$ cat config.mk
export PLATFORM = sky130hd
export DESIGN_NAME = timestamp_line_entry_parser_flat
export DESIGN_NICKNAME = d
export VERILOG_FILES = /design/src/tlep_pkg.sv /design/src/tlep_if.sv /design/src/tlep_line_check.sv /design/src/timestamp_line_entry_parser.sv /design/src/flat_wrapper.sv
export SDC_FILE = /design/constraint.sdc
export NUM_CORES = 1
export LEC_CHECK = 0
export ABC_AREA = 1
export BUFFER_PORTS_ARGS = -buffer_cell sky130_fd_sc_hd__buf_2
export CORE_MARGIN = 3
export CORE_UTILIZATION = 30
export DETAILED_ROUTE_END_ITERATION = 12
export PLACE_DENSITY_LB_ADDON = 0.1
export SETUP_SLACK_MARGIN = 0.5
export SYNTH_ARGS = -nofsm -noshare
export SYNTH_HDL_FRONTEND = slang
export SYNTH_SLANG_ARGS = --single-unit
export TNS_END_PERCENT = 5
$ cat constraint.sdc
create_clock -name clk -period 4.7 [get_ports clk]
set_clock_uncertainty 0.15 [all_clocks]
set_input_delay 0.705 -clock clk [delete_from_list [all_inputs] [get_ports clk]]
set_output_delay 0.705 -clock clk [all_outputs]
set_load 0.02 [all_outputs]
$ cat src/tlep_pkg.sv
// ----------------------------------------------------------------------------
// tlep_pkg: shared types and constants for the timestamp line entry parser
// Character codes, line geometry, result codes and the digit pair helper.
// ----------------------------------------------------------------------------
`default_nettype none

package tlep_pkg;

  // Line geometry
  localparam int unsigned LINE_LEN = 14;
  localparam int unsigned FILL_W   = $clog2(LINE_LEN + 1);

  // Character codes
  localparam logic [7:0] CH_BS    = 8'd8;
  localparam logic [7:0] CH_CR    = 8'd13;
  localparam logic [7:0] CH_SPACE = 8'd32;
  localparam logic [7:0] CH_SLASH = 8'd47;
  localparam logic [7:0] CH_ZERO  = 8'd48;
  localparam logic [7:0] CH_COLON = 8'd58;
  localparam logic [7:0] CH_TILDE = 8'd126;
  localparam logic [7:0] CH_DEL   = 8'd127;

  // Separator positions in DD/MM HH:MM:SS
  localparam int unsigned POS_SLASH  = 2;
  localparam int unsigned POS_SPACE  = 5;
  localparam int unsigned POS_COLON1 = 8;
  localparam int unsigned POS_COLON2 = 11;

  // Range limits
  localparam logic [7:0] DAY_MAX   = 8'd31;
  localparam logic [7:0] MONTH_MAX = 8'd12;
  localparam logic [7:0] HOUR_MAX  = 8'd23;
  localparam logic [7:0] MINSEC_MAX = 8'd59;

  // Result codes
  typedef enum logic [2:0] {
    EV_IGNORED = 3'd0,
    EV_ECHO    = 3'd1,
    EV_ERASED  = 3'd2,
    EV_ACCEPT  = 3'd3,
    EV_REJECT  = 3'd4
  } event_t;

  typedef logic [LINE_LEN-1:0][7:0] line_t;

  typedef struct packed {
    logic [4:0] day;
    logic [3:0] month;
    logic [4:0] hour;
    logic [5:0] minute;
    logic [5:0] second;
  } date_t;

  typedef struct packed {
    logic  ok;
    date_t date;
  } verdict_t;

  // Two ASCII characters to a value, no digit check, modulo 256
  function automatic logic [7:0] pair_value(input logic [7:0] a, input logic [7:0] b);
    logic [7:0] hi;
    logic [7:0] lo;
    hi = a - CH_ZERO;
    lo = b - CH_ZERO;
    return (hi << 3) + (hi << 1) + lo;
  endfunction

endpackage

`default_nettype wire

$ cat src/tlep_if.sv
// ----------------------------------------------------------------------------
// tlep channel interfaces
// Valid/ready channels for received characters and for parse results.
// ----------------------------------------------------------------------------
`default_nettype none

interface tlep_in_if;
  logic       valid;
  logic       ready;
  logic [7:0] rx_char;

  modport source (output valid, output rx_char, input ready);
  modport sink   (input valid, input rx_char, output ready);
endinterface

interface tlep_out_if;
  logic       valid;
  logic       ready;
  logic [2:0] event_res;
  logic [7:0] echo_char;
  logic [4:0] day;
  logic [3:0] month;
  logic [4:0] hour;
  logic [5:0] minute;
  logic [5:0] second;

  modport source (output valid, output event_res, output echo_char, output day,
                  output month, output hour, output minute, output second,
                  input ready);
  modport sink   (input valid, input event_res, input echo_char, input day,
                  input month, input hour, input minute, input second,
                  output ready);
endinterface

`default_nettype wire

$ cat src/tlep_line_check.sv
// ----------------------------------------------------------------------------
// tlep_line_check: format and range check of a held line
// Checks DD/MM HH:MM:SS layout, converts digit pairs and range checks them.
// ----------------------------------------------------------------------------
`default_nettype none

module tlep_line_check (
  input  tlep_pkg::line_t                      line,
  input  logic [tlep_pkg::FILL_W-1:0]          fill_count,
  input  logic                                 overflowed,
  output tlep_pkg::verdict_t                   verdict
);
  import tlep_pkg::*;

  logic       fmt_ok;
  logic       rng_ok;
  logic [7:0] v_day;
  logic [7:0] v_month;
  logic [7:0] v_hour;
  logic [7:0] v_minute;
  logic [7:0] v_second;

  // Check the layout
  assign fmt_ok = (fill_count == FILL_W'(LINE_LEN)) && !overflowed &&
                  (line[POS_SLASH] == CH_SLASH) && (line[POS_SPACE] == CH_SPACE) &&
                  (line[POS_COLON1] == CH_COLON) && (line[POS_COLON2] == CH_COLON);

  // Convert the digit pairs
  assign v_day    = pair_value(line[0],  line[1]);
  assign v_month  = pair_value(line[3],  line[4]);
  assign v_hour   = pair_value(line[6],  line[7]);
  assign v_minute = pair_value(line[9],  line[10]);
  assign v_second = pair_value(line[12], line[13]);

  // Check the ranges
  assign rng_ok = (v_day != 8'd0) && (v_day <= DAY_MAX) &&
                  (v_month != 8'd0) && (v_month <= MONTH_MAX) &&
                  (v_hour <= HOUR_MAX) && (v_minute <= MINSEC_MAX) &&
                  (v_second <= MINSEC_MAX);

  // Report fields only on accept
  always_comb begin
    verdict = '0;
    verdict.ok = fmt_ok && rng_ok;
    if (verdict.ok) begin
      verdict.date.day    = v_day[4:0];
      verdict.date.month  = v_month[3:0];
      verdict.date.hour   = v_hour[4:0];
      verdict.date.minute = v_minute[5:0];
      verdict.date.second = v_second[5:0];
    end
  end

endmodule

`default_nettype wire

$ cat src/timestamp_line_entry_parser.sv
// ----------------------------------------------------------------------------
// timestamp_line_entry_parser: terminal line editor and timestamp parser
// Path: an accepted character beat is held in the input register, and its
// result beat is then loaded into the result register, where it can be taken.
// Throughput: one character per cycle unless stalled; one result beat each.
// Reset: synchronous active low; clears fill count, overflow flag and both
// valid registers. Stored line characters are not reset.
// ----------------------------------------------------------------------------
`default_nettype none

module timestamp_line_entry_parser (
  input  logic              clk,
  input  logic              rst_n,
  tlep_in_if.sink           in_ch,
  tlep_out_if.source        out_ch
);
  import tlep_pkg::*;

  // Input stage
  logic              s1_valid_r;
  logic [7:0]        s1_char_r;
  logic              advance;

  // Line state
  line_t             line_r;
  logic [FILL_W-1:0] fill_r;
  logic [FILL_W-1:0] fill_nxt;
  logic              ovf_r;
  logic              ovf_nxt;
  logic              wr_en;

  // Result stage
  logic              out_valid_r;
  event_t            ev_r;
  event_t            ev_nxt;
  logic [7:0]        echo_r;
  logic [7:0]        echo_nxt;
  date_t             date_r;
  date_t             date_nxt;

  verdict_t          verdict;

  tlep_line_check u_check (
    .line       (line_r),
    .fill_count (fill_r),
    .overflowed (ovf_r),
    .verdict    (verdict)
  );

  // Move a beat into the result register when it is empty or being drained
  assign advance      = s1_valid_r && (!out_valid_r || out_ch.ready);
  assign in_ch.ready  = !s1_valid_r || advance;

  // Decode the held character
  always_comb begin
    ev_nxt   = EV_IGNORED;
    echo_nxt = '0;
    date_nxt = '0;
    fill_nxt = fill_r;
    ovf_nxt  = ovf_r;
    wr_en    = 1'b0;
    priority if (s1_char_r == CH_CR) begin
      ev_nxt   = verdict.ok ? EV_ACCEPT : EV_REJECT;
      date_nxt = verdict.date;
      fill_nxt = '0;
      ovf_nxt  = 1'b0;
    end else if (s1_char_r == CH_BS || s1_char_r == CH_DEL) begin
      if (fill_r != '0) begin
        ev_nxt   = EV_ERASED;
        fill_nxt = fill_r - 1'b1;
        ovf_nxt  = 1'b0;
      end
    end else if (s1_char_r >= CH_SPACE && s1_char_r <= CH_TILDE) begin
      ev_nxt   = EV_ECHO;
      echo_nxt = s1_char_r;
      if (fill_r < FILL_W'(LINE_LEN)) begin
        wr_en    = 1'b1;
        fill_nxt = fill_r + 1'b1;
      end else begin
        ovf_nxt  = 1'b1;
      end
    end else begin
      ev_nxt = EV_IGNORED;
    end
  end

  // Hold the input beat
  always_ff @(posedge clk) begin
    if (!rst_n) begin
      s1_valid_r <= 1'b0;
    end else if (in_ch.valid && in_ch.ready) begin
      s1_valid_r <= 1'b1;
    end else if (advance) begin
      s1_valid_r <= 1'b0;
    end
  end

  always_ff @(posedge clk) begin
    if (in_ch.valid && in_ch.ready) begin
      s1_char_r <= in_ch.rx_char;
    end
  end

  // Advance line state
  always_ff @(posedge clk) begin
    if (!rst_n) begin
      fill_r <= '0;
      ovf_r  <= 1'b0;
    end else if (advance) begin
      fill_r <= fill_nxt;
      ovf_r  <= ovf_nxt;
    end
  end

  // Store the character at the fill position
  always_ff @(posedge clk) begin
    if (advance && wr_en) begin
      line_r[fill_r] <= s1_char_r;
    end
  end

  // Result register
  always_ff @(posedge clk) begin
    if (!rst_n) begin
      out_valid_r <= 1'b0;
    end else if (advance) begin
      out_valid_r <= 1'b1;
    end else if (out_ch.ready) begin
      out_valid_r <= 1'b0;
    end
  end

  always_ff @(posedge clk) begin
    if (advance) begin
      ev_r   <= ev_nxt;
      echo_r <= echo_nxt;
      date_r <= date_nxt;
    end
  end

  assign out_ch.valid     = out_valid_r;
  assign out_ch.event_res = ev_r;
  assign out_ch.echo_char = echo_r;
  assign out_ch.day       = date_r.day;
  assign out_ch.month     = date_r.month;
  assign out_ch.hour      = date_r.hour;
  assign out_ch.minute    = date_r.minute;
  assign out_ch.second    = date_r.second;

endmodule

`default_nettype wire

$ cat src/flat_wrapper.sv
// flat-port wrapper written by rule: the top's interface ports become plain ports
module timestamp_line_entry_parser_flat import tlep_pkg::*;
  (clk, rst_n, in_ch_valid, in_ch_rx_char, in_ch_ready, out_ch_valid, out_ch_event_res, out_ch_echo_char, out_ch_day, out_ch_month, out_ch_hour, out_ch_minute, out_ch_second, out_ch_ready);
  tlep_in_if in_ch_i ();
  tlep_out_if out_ch_i ();
  input  logic clk;
  input  logic rst_n;
  input wire logic [$bits(in_ch_i.valid)-1:0] in_ch_valid;
  input wire logic [$bits(in_ch_i.rx_char)-1:0] in_ch_rx_char;
  output wire logic [$bits(in_ch_i.ready)-1:0] in_ch_ready;
  output wire logic [$bits(out_ch_i.valid)-1:0] out_ch_valid;
  output wire logic [$bits(out_ch_i.event_res)-1:0] out_ch_event_res;
  output wire logic [$bits(out_ch_i.echo_char)-1:0] out_ch_echo_char;
  output wire logic [$bits(out_ch_i.day)-1:0] out_ch_day;
  output wire logic [$bits(out_ch_i.month)-1:0] out_ch_month;
  output wire logic [$bits(out_ch_i.hour)-1:0] out_ch_hour;
  output wire logic [$bits(out_ch_i.minute)-1:0] out_ch_minute;
  output wire logic [$bits(out_ch_i.second)-1:0] out_ch_second;
  input wire logic [$bits(out_ch_i.ready)-1:0] out_ch_ready;
  assign in_ch_i.valid = in_ch_valid;
  assign in_ch_i.rx_char = in_ch_rx_char;
  assign in_ch_ready = in_ch_i.ready;
  assign out_ch_valid = out_ch_i.valid;
  assign out_ch_event_res = out_ch_i.event_res;
  assign out_ch_echo_char = out_ch_i.echo_char;
  assign out_ch_day = out_ch_i.day;
  assign out_ch_month = out_ch_i.month;
  assign out_ch_hour = out_ch_i.hour;
  assign out_ch_minute = out_ch_i.minute;
  assign out_ch_second = out_ch_i.second;
  assign out_ch_i.ready = out_ch_ready;
  timestamp_line_entry_parser u_core (.clk(clk), .rst_n(rst_n), .in_ch(in_ch_i), .out_ch(out_ch_i));
endmodule
==> results of run 1 <==
routing by layer:
metal  global-route usage [%]  part of all wire (%)  routed length (µm)  up-vias
met4                     3.99                   1.7                 323        0
li1                         -                     -                   -     2690
met1                     16.5                    47                8740     2438
met2                     22.0                    48                8940       70
met3                     2.77                   2.6                 477       21
met5                        0                     0                   0        -
power groups by stage:
stage	Combinational (µW)	Clock (µW)	Sequential (µW)
after global routing	166	1470	1610
after global placement	151	0	1640
final	147	1360	1610
after floorplan	69.2	0	1650
after CTS	151	1410	1610
after detailed placement	150	0	1640
cell families (layout without fill, tap and decap cells):
family | Yosys count | in the layout | synth area share (%)
adders and majority gates | 88 | 88 | 15.5
xor gates and xnor gates | 14 | 14 | 1.47
other | 1 | 1 | 0.0449
DFF | 159 | 159 | 56.4
and+or+nand+nor | 335 | 335 | 17.4
AOI/OAI and AO/OA | 23 | 23 | 1.50
buffers and inverters | 166 | 256 | 7.65
cell usage after synthesis:
cell type,n
a21o_1,3
a21oi_1,17
a31oi_1,2
and2_1,1
buf_6,2
conb_1,1
dfxtp_1,7
edfxtp_1,152
fa_1,26
ha_1,62
inv_1,163
inv_2,1
nand2_1,168
nand2_2,2
nand2_4,1
nand3_1,48
nand3_2,1
nand3_4,1
nand3b_1,4
nand4_1,5
nor2_1,73
nor2_2,19
nor2_4,1
nor3_1,8
nor3_2,1
o21ai_1,1
or2_1,1
or2_2,1
xnor2_1,6
xor2_1,8
flip-flops by register name, indices dropped and copies added (netlist names):
name	flops
u_core.line_r	107
u_core.ovf_r	1
u_core.out_ch.day	5
u_core.out_ch.event_res	3
u_core.out_ch.month	4
u_core.s1_char_r	8
u_core.out_ch.echo_char	8
u_core.out_ch.valid	1
u_core.fill_r	4
u_core.out_ch.second	6
u_core.out_ch.hour	5
u_core.out_ch.minute	6
u_core.s1_valid_r	1
area by class of cell:
class / instances / share of cell area, %
clock buffer: 17 / 4.39
timing repair buffer: 60 / 3.36
multi-input combinational: 461 / 31.0
tap: 372 / 4.81
inverter: 164 / 6.36
clock inverter: 15 / 1.50
sequential: 159 / 48.6
critical path, delay by kind of cell (launching register included):
family | cells | cell delay [ns]
flip-flops | 1 | 0.45
AND/OR/NAND/NOR | 8 | 1.23
XOR/XNOR | 1 | 0.27
buffers and inverters | 1 | 0.07
adder cells (fa/ha/maj) | 3 | 1.45
per-stage QoR:
step	instance area, µm²	std cells	utilization (%)	setup slack [ns]	hold slack, ns
after floorplan	8350	786	-	1.44	0.355
after global placement	9110	1216	33.5	0.911	0.356
after detailed placement	9110	1216	33.5	0.842	0.343
after CTS	9690	1248	35.6	0.827	0.277
after global routing	9690	1248	35.6	0.516	0.275
final	9690	1248	35.6	0.908	0.299
cell usage in the layout, fill, tap and decap left out, drive strengths merged, types with 5 or more instances in the layout:
cell    Yosys  layout
nand2     171     171
inv       164     166
edfxtp    152     152
nor2       93      93
ha         62      62
buf         2      60
nand3      50      50
fa         26      26
a21oi      17      17
clkbuf      0      17
nor3        9       9
clkinv      0       9
xor2        8       8
dfxtp       7       7
xnor2       6       6
nand4       5       5
worst paths after layout:
kind | slack, ns | from | endpoint
worst max register to register | 0.91 | u_core.line_r[2] | u_core.out_ch.day[2]
worst min register to register | 0.36 | u_core.out_ch.valid | u_core.out_ch.valid
worst max-delay path | 0.91 | u_core.line_r[2] | u_core.out_ch.day[2]
worst min-delay path | 0.30 | in_ch_rx_char[4] | u_core.s1_char_r[4]
==> flow_summary.ini, run 1 <==
[cts]
clock_latency_ns = 0.43
cts_setup_buffers = 0
htree_levels = 4
clock_path_buffers = 2
clkSinkCount = 159
cts_resized = 0
postCtsHoldBufs = 0
cts_root_buf = clkbuf_16
clkTransAtPathRegs_ns = 0.07
cts_buffers = 17
cts_tree = done

[worst_setup_path]
cp.required_ns = 4.81
slowest_stage = fa_1
endpoint_kind = flip-flop
critical_path_class = reg -> reg
max_stage_delay_ns = 0.56
critical_path_arrival_ns = 3.90
worstSetupStartpointType = flip-flop
ff2ff_path_depth = 13
path_cells = fa_1 -> fa_1 -> inv_1 -> fa_1 -> xor2_1 -> nand2_1 -> nor2_1 -> nand2_1 -> nor2_1 -> nand4_1 -> nor2_2 -> nand3_4 -> nor2_1
cp_max_fo = 27

[run_status]
status = completed

[detailed_routing]
drtIter0Drc = 283
wl_per_cell_um = 14.8
totalWireLength_um = 18500
via_count = 5219
drtPass1Iterations = 4
ant_nets = 0
via_per_inst = 4.18
drc = 0

[power]
power_frac_seq_pct = 51.6
finalPower_uw = 3120
swShare_pct = 22.9
p_comb_share_pct = 4.7
worst_ir_drop_vdd_uv = 197
p_int_uw = 2400
switching_power_uw = 715
p_leak_uw = 0.00429
clock_power_share_pct = 43.7
p_per_area_mw_per_mm2 = 322

[logic_synthesis]
syn_inst = 786
yosys_warnings = 0
post_synth_num_cell_types = 30
synth.largest_area_cell = edfxtp_1
ys_seq_area_share_pct = 56.4
synth.ff_latch_count = 159
syn-num-nets = 886
synth_area_mm2 = 0.00835
avgSynthCellArea_um2 = 10.6
synth_top_area_share_pct = 54.7
synth_area_leaders = edfxtp_1, ha_1, nand2_1, inv_1, fa_1

[timing]
setup_viol = 0
setup_tns_ns = 0
final.period_utilization_pct = 80.7
relSlewSlack_pct = 37.4
max_freq_ghz = 0.264
grt_setup_unrepaired = no
maxSlewViolCount = 0
fin_crit_ns = 3.79
final_hold_viol_count = 0
tightestPinTransition_ns = 0.940

[place]
numPortBuffers = 50
hpwlAfterDp_um = 13300
routabilityCongestion = 0.757

[min_path]
min_path_type = in -> reg
min_path_cells = 1

[layout]
fillCellCount = 2765
n_antenna_cell = 0
regArea_mm2 = 0.00470
area_growth_pct = 16.0
final_nets = 963
multi_input_area_mm2 = 0.00300
drive_gt1_share_pct = 13.5

[floorplan]
ios = 51
fp.dieArea_mm2 = 0.0299
die_y_um = 173
start_util_pct = 30.7
chipWidth_um = 173
core_area_mm2 = 0.0272
rows = 60

[global_route]
gr-total-overflow = 0
grt_pass1_wl_um = 29400
grt_usage_pct = 12.9
antenna_found_initial = 0
grt_max_degree = 39
grt_pass1_vias = 5387

[job]
cap_violations = 0
Note: power is estimated with default switching activity, not from simulation.
==> run 2: changes to the inputs <==
==> constraint.sdc (replaced) <==
create_clock -name clk -period 3.4 [get_ports clk]
set_clock_uncertainty 0.15 [all_clocks]
set_input_delay 0.51 -clock clk [delete_from_list [all_inputs] [get_ports clk]]
set_output_delay 0.51 -clock clk [all_outputs]
set_load 0.02 [all_outputs]
==> run 2 against run 1 <==
Net effect: non-clock buffer count up 53; worst setup slack worse by 0.96 ns; routed wire length up 7.0%; die area unchanged; sequential share of layout area down 3.6 points; clock-buffer cell count unchanged; critical endpoint is now u_core.out_ch.day[0]; largest cell class unchanged; first-iteration DRC count up 15%; maximum frequency up 10%; the run now ends with negative setup slack left; critical path depth up 3; power up 39%.
==> flow_summary.ini, run 2 (same netlist as run 1, synthesis figures left out) <==
[detailed_routing]
via_count = 5475
ant_nets = 0
drtPass1Iterations = 5
drtIter0Drc = 325
drc = 0
wl_per_cell_um = 15.2
totalWireLength_um = 19800
via_per_inst = 4.21

[floorplan]
chipWidth_um = 173
ios = 51
start_util_pct = 30.7
die_y_um = 173
core_area_mm2 = 0.0272
rows = 60
fp.dieArea_mm2 = 0.0299

[min_path]
min_path_cells = 1
min_from = in_ch_rx_char[3]
min_to = u_core.s1_char_r[3]
min_path_type = in -> reg

[global_route]
antenna_found_initial = 0
grt_busiest_layer = met2
grt_use_met2_pct = 22.1
grt_usage_pct = 13.7
grt_pass1_vias = 5400
grt_max_degree = 28
grt_pass1_wl_um = 30900
met1_usage_pct = 19.0
use_met3_pct = 2.48
gr-total-overflow = 0

[worst_setup_path]
worstReg2RegEnd = u_core.out_ch.day[0]
slowest_stage = fa_2
max_stage_delay_ns = 0.57
reg2reg_from = u_core.line_r[59]
path_cells = inv_2 -> fa_2 -> inv_2 -> ha_4 -> ha_4 -> fa_2 -> a21oi_2 -> nand2_1 -> nor2_2 -> nand2_1 -> nor2_2 -> nand4_1 -> nor2_4 -> nand3_4 -> buf_12 -> nor2_4
critical_path_class = reg -> reg
path_buf_inv = 3
r2r_slack_ns = -0.05
endpoint_kind = flip-flop
worstSetupStartpointType = flip-flop
cpLargestDelayFamily = adder cells
critical_path_arrival_ns = 3.59
ff2ff_path_depth = 16
cp_max_fo = 8
cp.required_ns = 3.54

[layout]
final_nets = 1016
finish.instance_area_mm2 = 0.0105
fin_cells = 1301
most-common-layout-cells = nand2_1, edfxtp_1, inv_1, nor2_1, buf_4
fillCellCount = 2692
area_growth_pct = 25.2
n_antenna_cell = 0
largest-register = u_core.line_r
drive_gt1_share_pct = 25.7
multi_input_area_mm2 = 0.00334
regArea_mm2 = 0.00470
final_common_cell = nand2_1
largest_register_ffs = 107

[place]
hpwlAfterDp_um = 14900
numPortBuffers = 50
routabilityCongestion = 0.812
place_inst = 1257
placed_area_mm2 = 0.00949

[cts]
cts_buffers = 17
clock_path_buffers = 2
cts_tree = done
postCtsHoldBufs = 0
htree_levels = 4
clock_latency_ns = 0.43
clkTransAtPathRegs_ns = 0.07
clkSinkCount = 159
cts_root_buf = clkbuf_16

[timing]
relSlewSlack_pct = 61.7
tightestPinTransition_ns = 0.574
postLayoutSetupSlackWorst_ns = -0.0484
setup_viol = 24
maxSlewViolCount = 0
max_freq_ghz = 0.290
setup_tns_ns = -0.517
grt_setup_unrepaired = yes
final.period_utilization_pct = 101
final_hold_viol_count = 0
fin_crit_ns = 3.45

[run_status]
status = finished with violations
violations = negative setup slack

[power]
p_per_area_mw_per_mm2 = 414
p_leak_uw = 0.00456
worst_ir_drop_vdd_uv = 250

[job]
cap_violations = 0
==> run 2: cell count changes in the layout (fill, tap and decap cells not counted), sizes merged <==
cell / previous run / this run
clkinv: 9 / 7
buf: 60 / 113
bufinv: 2 / 1
inv: 166 / 169
==> run 2: repair_timing <==
item / in CTS / in global routing
gates cloned: 1 / 0
endpoints found under the setup margin: 37 / 57
pin swaps: 17 / 25
buffers inserted: 3 / 8
resized for setup: 30 / 43
==> run 2: how the worst max path moves through the flow <==
stage                                  from                       to  depth (start not counted)
after floorplan           u_core.line_r[48]  u_core.out_ch.second[5]                         16
after global placement    u_core.line_r[48]     u_core.out_ch.day[3]                         15
after detailed placement  u_core.line_r[48]     u_core.out_ch.day[1]                         16
after CTS                 u_core.line_r[59]     u_core.out_ch.day[0]                         16
after global routing       u_core.line_r[2]  u_core.out_ch.second[4]                         19
final                     u_core.line_r[59]     u_core.out_ch.day[0]                         16
==> run 2: routing by layer <==
metal	up-vias	wire length, µm
met3	12	528
met2	84	9290
li1	2796	-
met5	-	0
met1	2583	9780
met4	0	182
==> run 2: final cells by class <==
| cell class | instances | share of cell area, % |
|---|---|---|
| Tap cell | 372 | 4.45 |
| Sequential cell | 159 | 45.0 |
| Clock buffer | 17 | 4.07 |
| Timing Repair Buffer | 113 | 7.30 |
| Clock inverter | 15 | 1.28 |
| Multi-Input combinational cell | 461 | 32.0 |
| Inverter | 164 | 5.89 |
==> run 2: stage by stage <==
| step | setup WS, ns | util [%] | hold WS, ns | power (µW) |
|---|---|---|---|---|
| 3_3_place_gp | -0.265 | 34.9 | 0.357 | 2510 |
| 3_5_place_dp | -0.294 | 34.9 | 0.358 | 2510 |
| 6_report | -0.0484 | 38.5 | 0.107 | 4330 |
| 5_1_grt | -0.220 | 38.5 | 0.0868 | 4490 |
| 4_1_cts | -0.130 | 37.5 | 0.0869 | 4370 |
| 2_1_floorplan | 0.252 | - | 0.355 | 2380 |
==> run 2: power breakdown <==
part	internal [µW]	leakage, µW	switching, µW
combinational	93.1	0.00285	171
sequential	2180	0.00143	32.7
clock	1020	0.000273	830
==> run 2: worst reg2reg max path: stages, from the launching register on <==
cell and delay [ns]:
edfxtp_1 0.34, inv_2 0.04, fa_2 0.57, inv_2 0.05, ha_4 0.26, ha_4 0.12
fa_2 0.46, a21oi_2 0.18, nand2_1 0.08, nor2_2 0.11, nand2_1 0.09, nor2_2 0.12
nand4_1 0.13, nor2_4 0.15, nand3_4 0.17, buf_12 0.21, nor2_4 0.10
==> run 3: changes to the inputs <==
==> constraint.sdc (replaced) <==
create_clock -name clk -period 3.4 [get_ports clk]
set_clock_uncertainty 0.15 [all_clocks]
set_input_delay 0 -clock clk [delete_from_list [all_inputs] [get_ports clk]]
set_output_delay 0 -clock clk [all_outputs]
set_load 0.02 [all_outputs]
==> run 3 against run 2 <==
Net effect: non-clock buffer count increased by 13; maximum frequency about the same; flip-flop and latch count unchanged; routed wire length decreased by 0.34%; sequential share of layout area decreased by 0.13 points; first-iteration DRC count increased by 11%; via count increased by 0.60%; cell count increased by 1.0%; utilization increased by 0.11 points; the flow still finishes with violations (negative setup slack); sequential power about the same; cell area increased by 0.29%; critical endpoint unchanged; critical path depth unchanged.
==> flow_summary.ini, run 3 (same netlist as run 1, synthesis figures left out) <==
[worst_setup_path]
r2r_slack_ns = -0.05
critical_path_class = reg -> reg
cp_max_fo = 8
worstSetupStartpointType = flip-flop
slowest_stage = fa_2
reg2reg_from = u_core.line_r[59]
ff2ff_path_depth = 16
path_cells = inv_2 -> fa_2 -> inv_2 -> ha_4 -> ha_4 -> fa_2 -> a21oi_2 -> nand2_1 -> nor2_2 -> nand2_2 -> nor2_2 -> nand4_1 -> nor2_2 -> nand3_4 -> buf_12 -> nor2_2
max_stage_delay_ns = 0.56
path_common_cell = nor2_2
worstReg2RegEnd = u_core.out_ch.day[0]
endpoint_kind = flip-flop
critical_path_arrival_ns = 3.59
cp.required_ns = 3.54

[power]
worst_ir_drop_vdd_uv = 259
p_leak_uw = 0.00460
p_per_area_mw_per_mm2 = 411

[layout]
final_common_cell = nand2_1
drive_gt1_share_pct = 23.8
area_growth_pct = 25.6
finish.instance_area_mm2 = 0.0105
largest_register_ffs = 107
fin_cells = 1314
final_nets = 1029
n_antenna_cell = 0
largest-register = u_core.line_r
fillCellCount = 2737
most-common-layout-cells = nand2_1, edfxtp_1, inv_1, nor2_1, buf_4

[floorplan]
ios = 51
rows = 60
die_y_um = 173
fp.dieArea_mm2 = 0.0299
chipWidth_um = 173
core_area_mm2 = 0.0272
start_util_pct = 30.7

[min_path]
min_path_type = in -> reg
min_to = u_core.s1_char_r[3]
min_from = in_ch_rx_char[3]
min_path_cells = 2

[job]
cap_violations = 0

[global_route]
grt_usage_pct = 13.7
gr-total-overflow = 0
antenna_found_initial = 0
grt_pass1_wl_um = 31200
grt_pass1_vias = 5480
grt_max_degree = 27

[cts]
clkTransAtPathRegs_ns = 0.07
htree_levels = 4
clkSinkCount = 159
clock_latency_ns = 0.42
cts_root_buf = clkbuf_16
clock_path_buffers = 2
cts_tree = done
cts_buffers = 17

[place]
place_inst = 1256
numPortBuffers = 50
hpwlAfterDp_um = 15000
placed_area_mm2 = 0.00948
routabilityCongestion = 0.805

[timing]
postLayoutSetupSlackWorst_ns = -0.0485
final_hold_viol_count = 0
maxSlewViolCount = 0
setup_tns_ns = -0.434
relSlewSlack_pct = 60.9
tightestPinTransition_ns = 0.587
fin_crit_ns = 3.45
max_freq_ghz = 0.290
final.period_utilization_pct = 101
grt_setup_unrepaired = yes
setup_viol = 24

[detailed_routing]
totalWireLength_um = 19700
via_count = 5508
wl_per_cell_um = 15.0
drtPass1Iterations = 4
via_per_inst = 4.19
ant_nets = 0
drc = 0
drtIter0Drc = 361

[run_status]
violations = negative setup slack
status = finished with violations
run 3: how the worst max path moves through the flow:
stage | start | endpoint | cells after the start
floorplan | u_core.line_r[48] | u_core.out_ch.second[5] | 16
global placement | u_core.line_r[48] | u_core.out_ch.day[3] | 15
detailed placement | u_core.line_r[48] | u_core.out_ch.day[1] | 15
CTS | u_core.line_r[59] | u_core.out_ch.day[0] | 16
global route | u_core.line_r[35] | u_core.out_ch.day[0] | 16
finish | u_core.line_r[59] | u_core.out_ch.day[0] | 16
run 3: worst max-delay path: cells and delay by family (launching register included):
family / cells / cell delay [ns]
buffers and inverters: 3 / 0.29
and+or+nand+nor: 8 / 0.90
AOI/OAI and AO/OA: 1 / 0.17
adders and majority gates: 4 / 1.45
DFF: 1 / 0.34
run 3: per-stage QoR:
step           hold WS [ns]  total power (µW)  worst slack, ns  utilization, %
2_1_floorplan       -0.0511              2380            0.252               -
3_3_place_gp         0.0262              2510           -0.251            34.9
3_5_place_dp         0.0282              2510           -0.269            34.9
4_1_cts               0.112              4360           -0.128            37.8
5_1_grt               0.118              4500           -0.255            38.6
6_report              0.132              4310          -0.0485            38.6
run 3: report_power, final:
group | switching [µW] | leakage (µW) | internal (µW)
combinational | 168 | 0.00290 | 95.7
clock | 811 | 0.000268 | 1020
sequential | 33.4 | 0.00143 | 2180
run 3: what timing repair did:
| action | CTS | global route |
|---|---|---|
| gates resized for setup | 24 | 34 |
| endpoints found under the hold margin | 23 | 0 |
| pin swaps | 12 | 22 |
| endpoints found under the setup margin | 37 | 43 |
| cloned | 1 | 0 |
| hold buffers | 13 | 0 |
| setup buffers | 1 | 11 |
run 3: metal layers:
layer	GRT usage [%]	wire length (µm)	part of all wire, %	up-vias
li1	-	-	-	2813
met1	18.8	9420	48	2583
met2	22.1	9180	47	98
met4	3.65	310	1.6	0
met5	0	0	0	-
met3	2.99	803	4.1	14
run 3: final cells by class:
cell class	instances	area, µm²	area share, %
Timing Repair Buffer	126	893	8.52
Multi-Input combinational cell	461	3240	30.9
Clock inverter	14	130	1.24
Clock buffer	18	429	4.09
Sequential cell	159	4700	44.9
Inverter	164	616	5.87
Tap cell	372	465	4.44
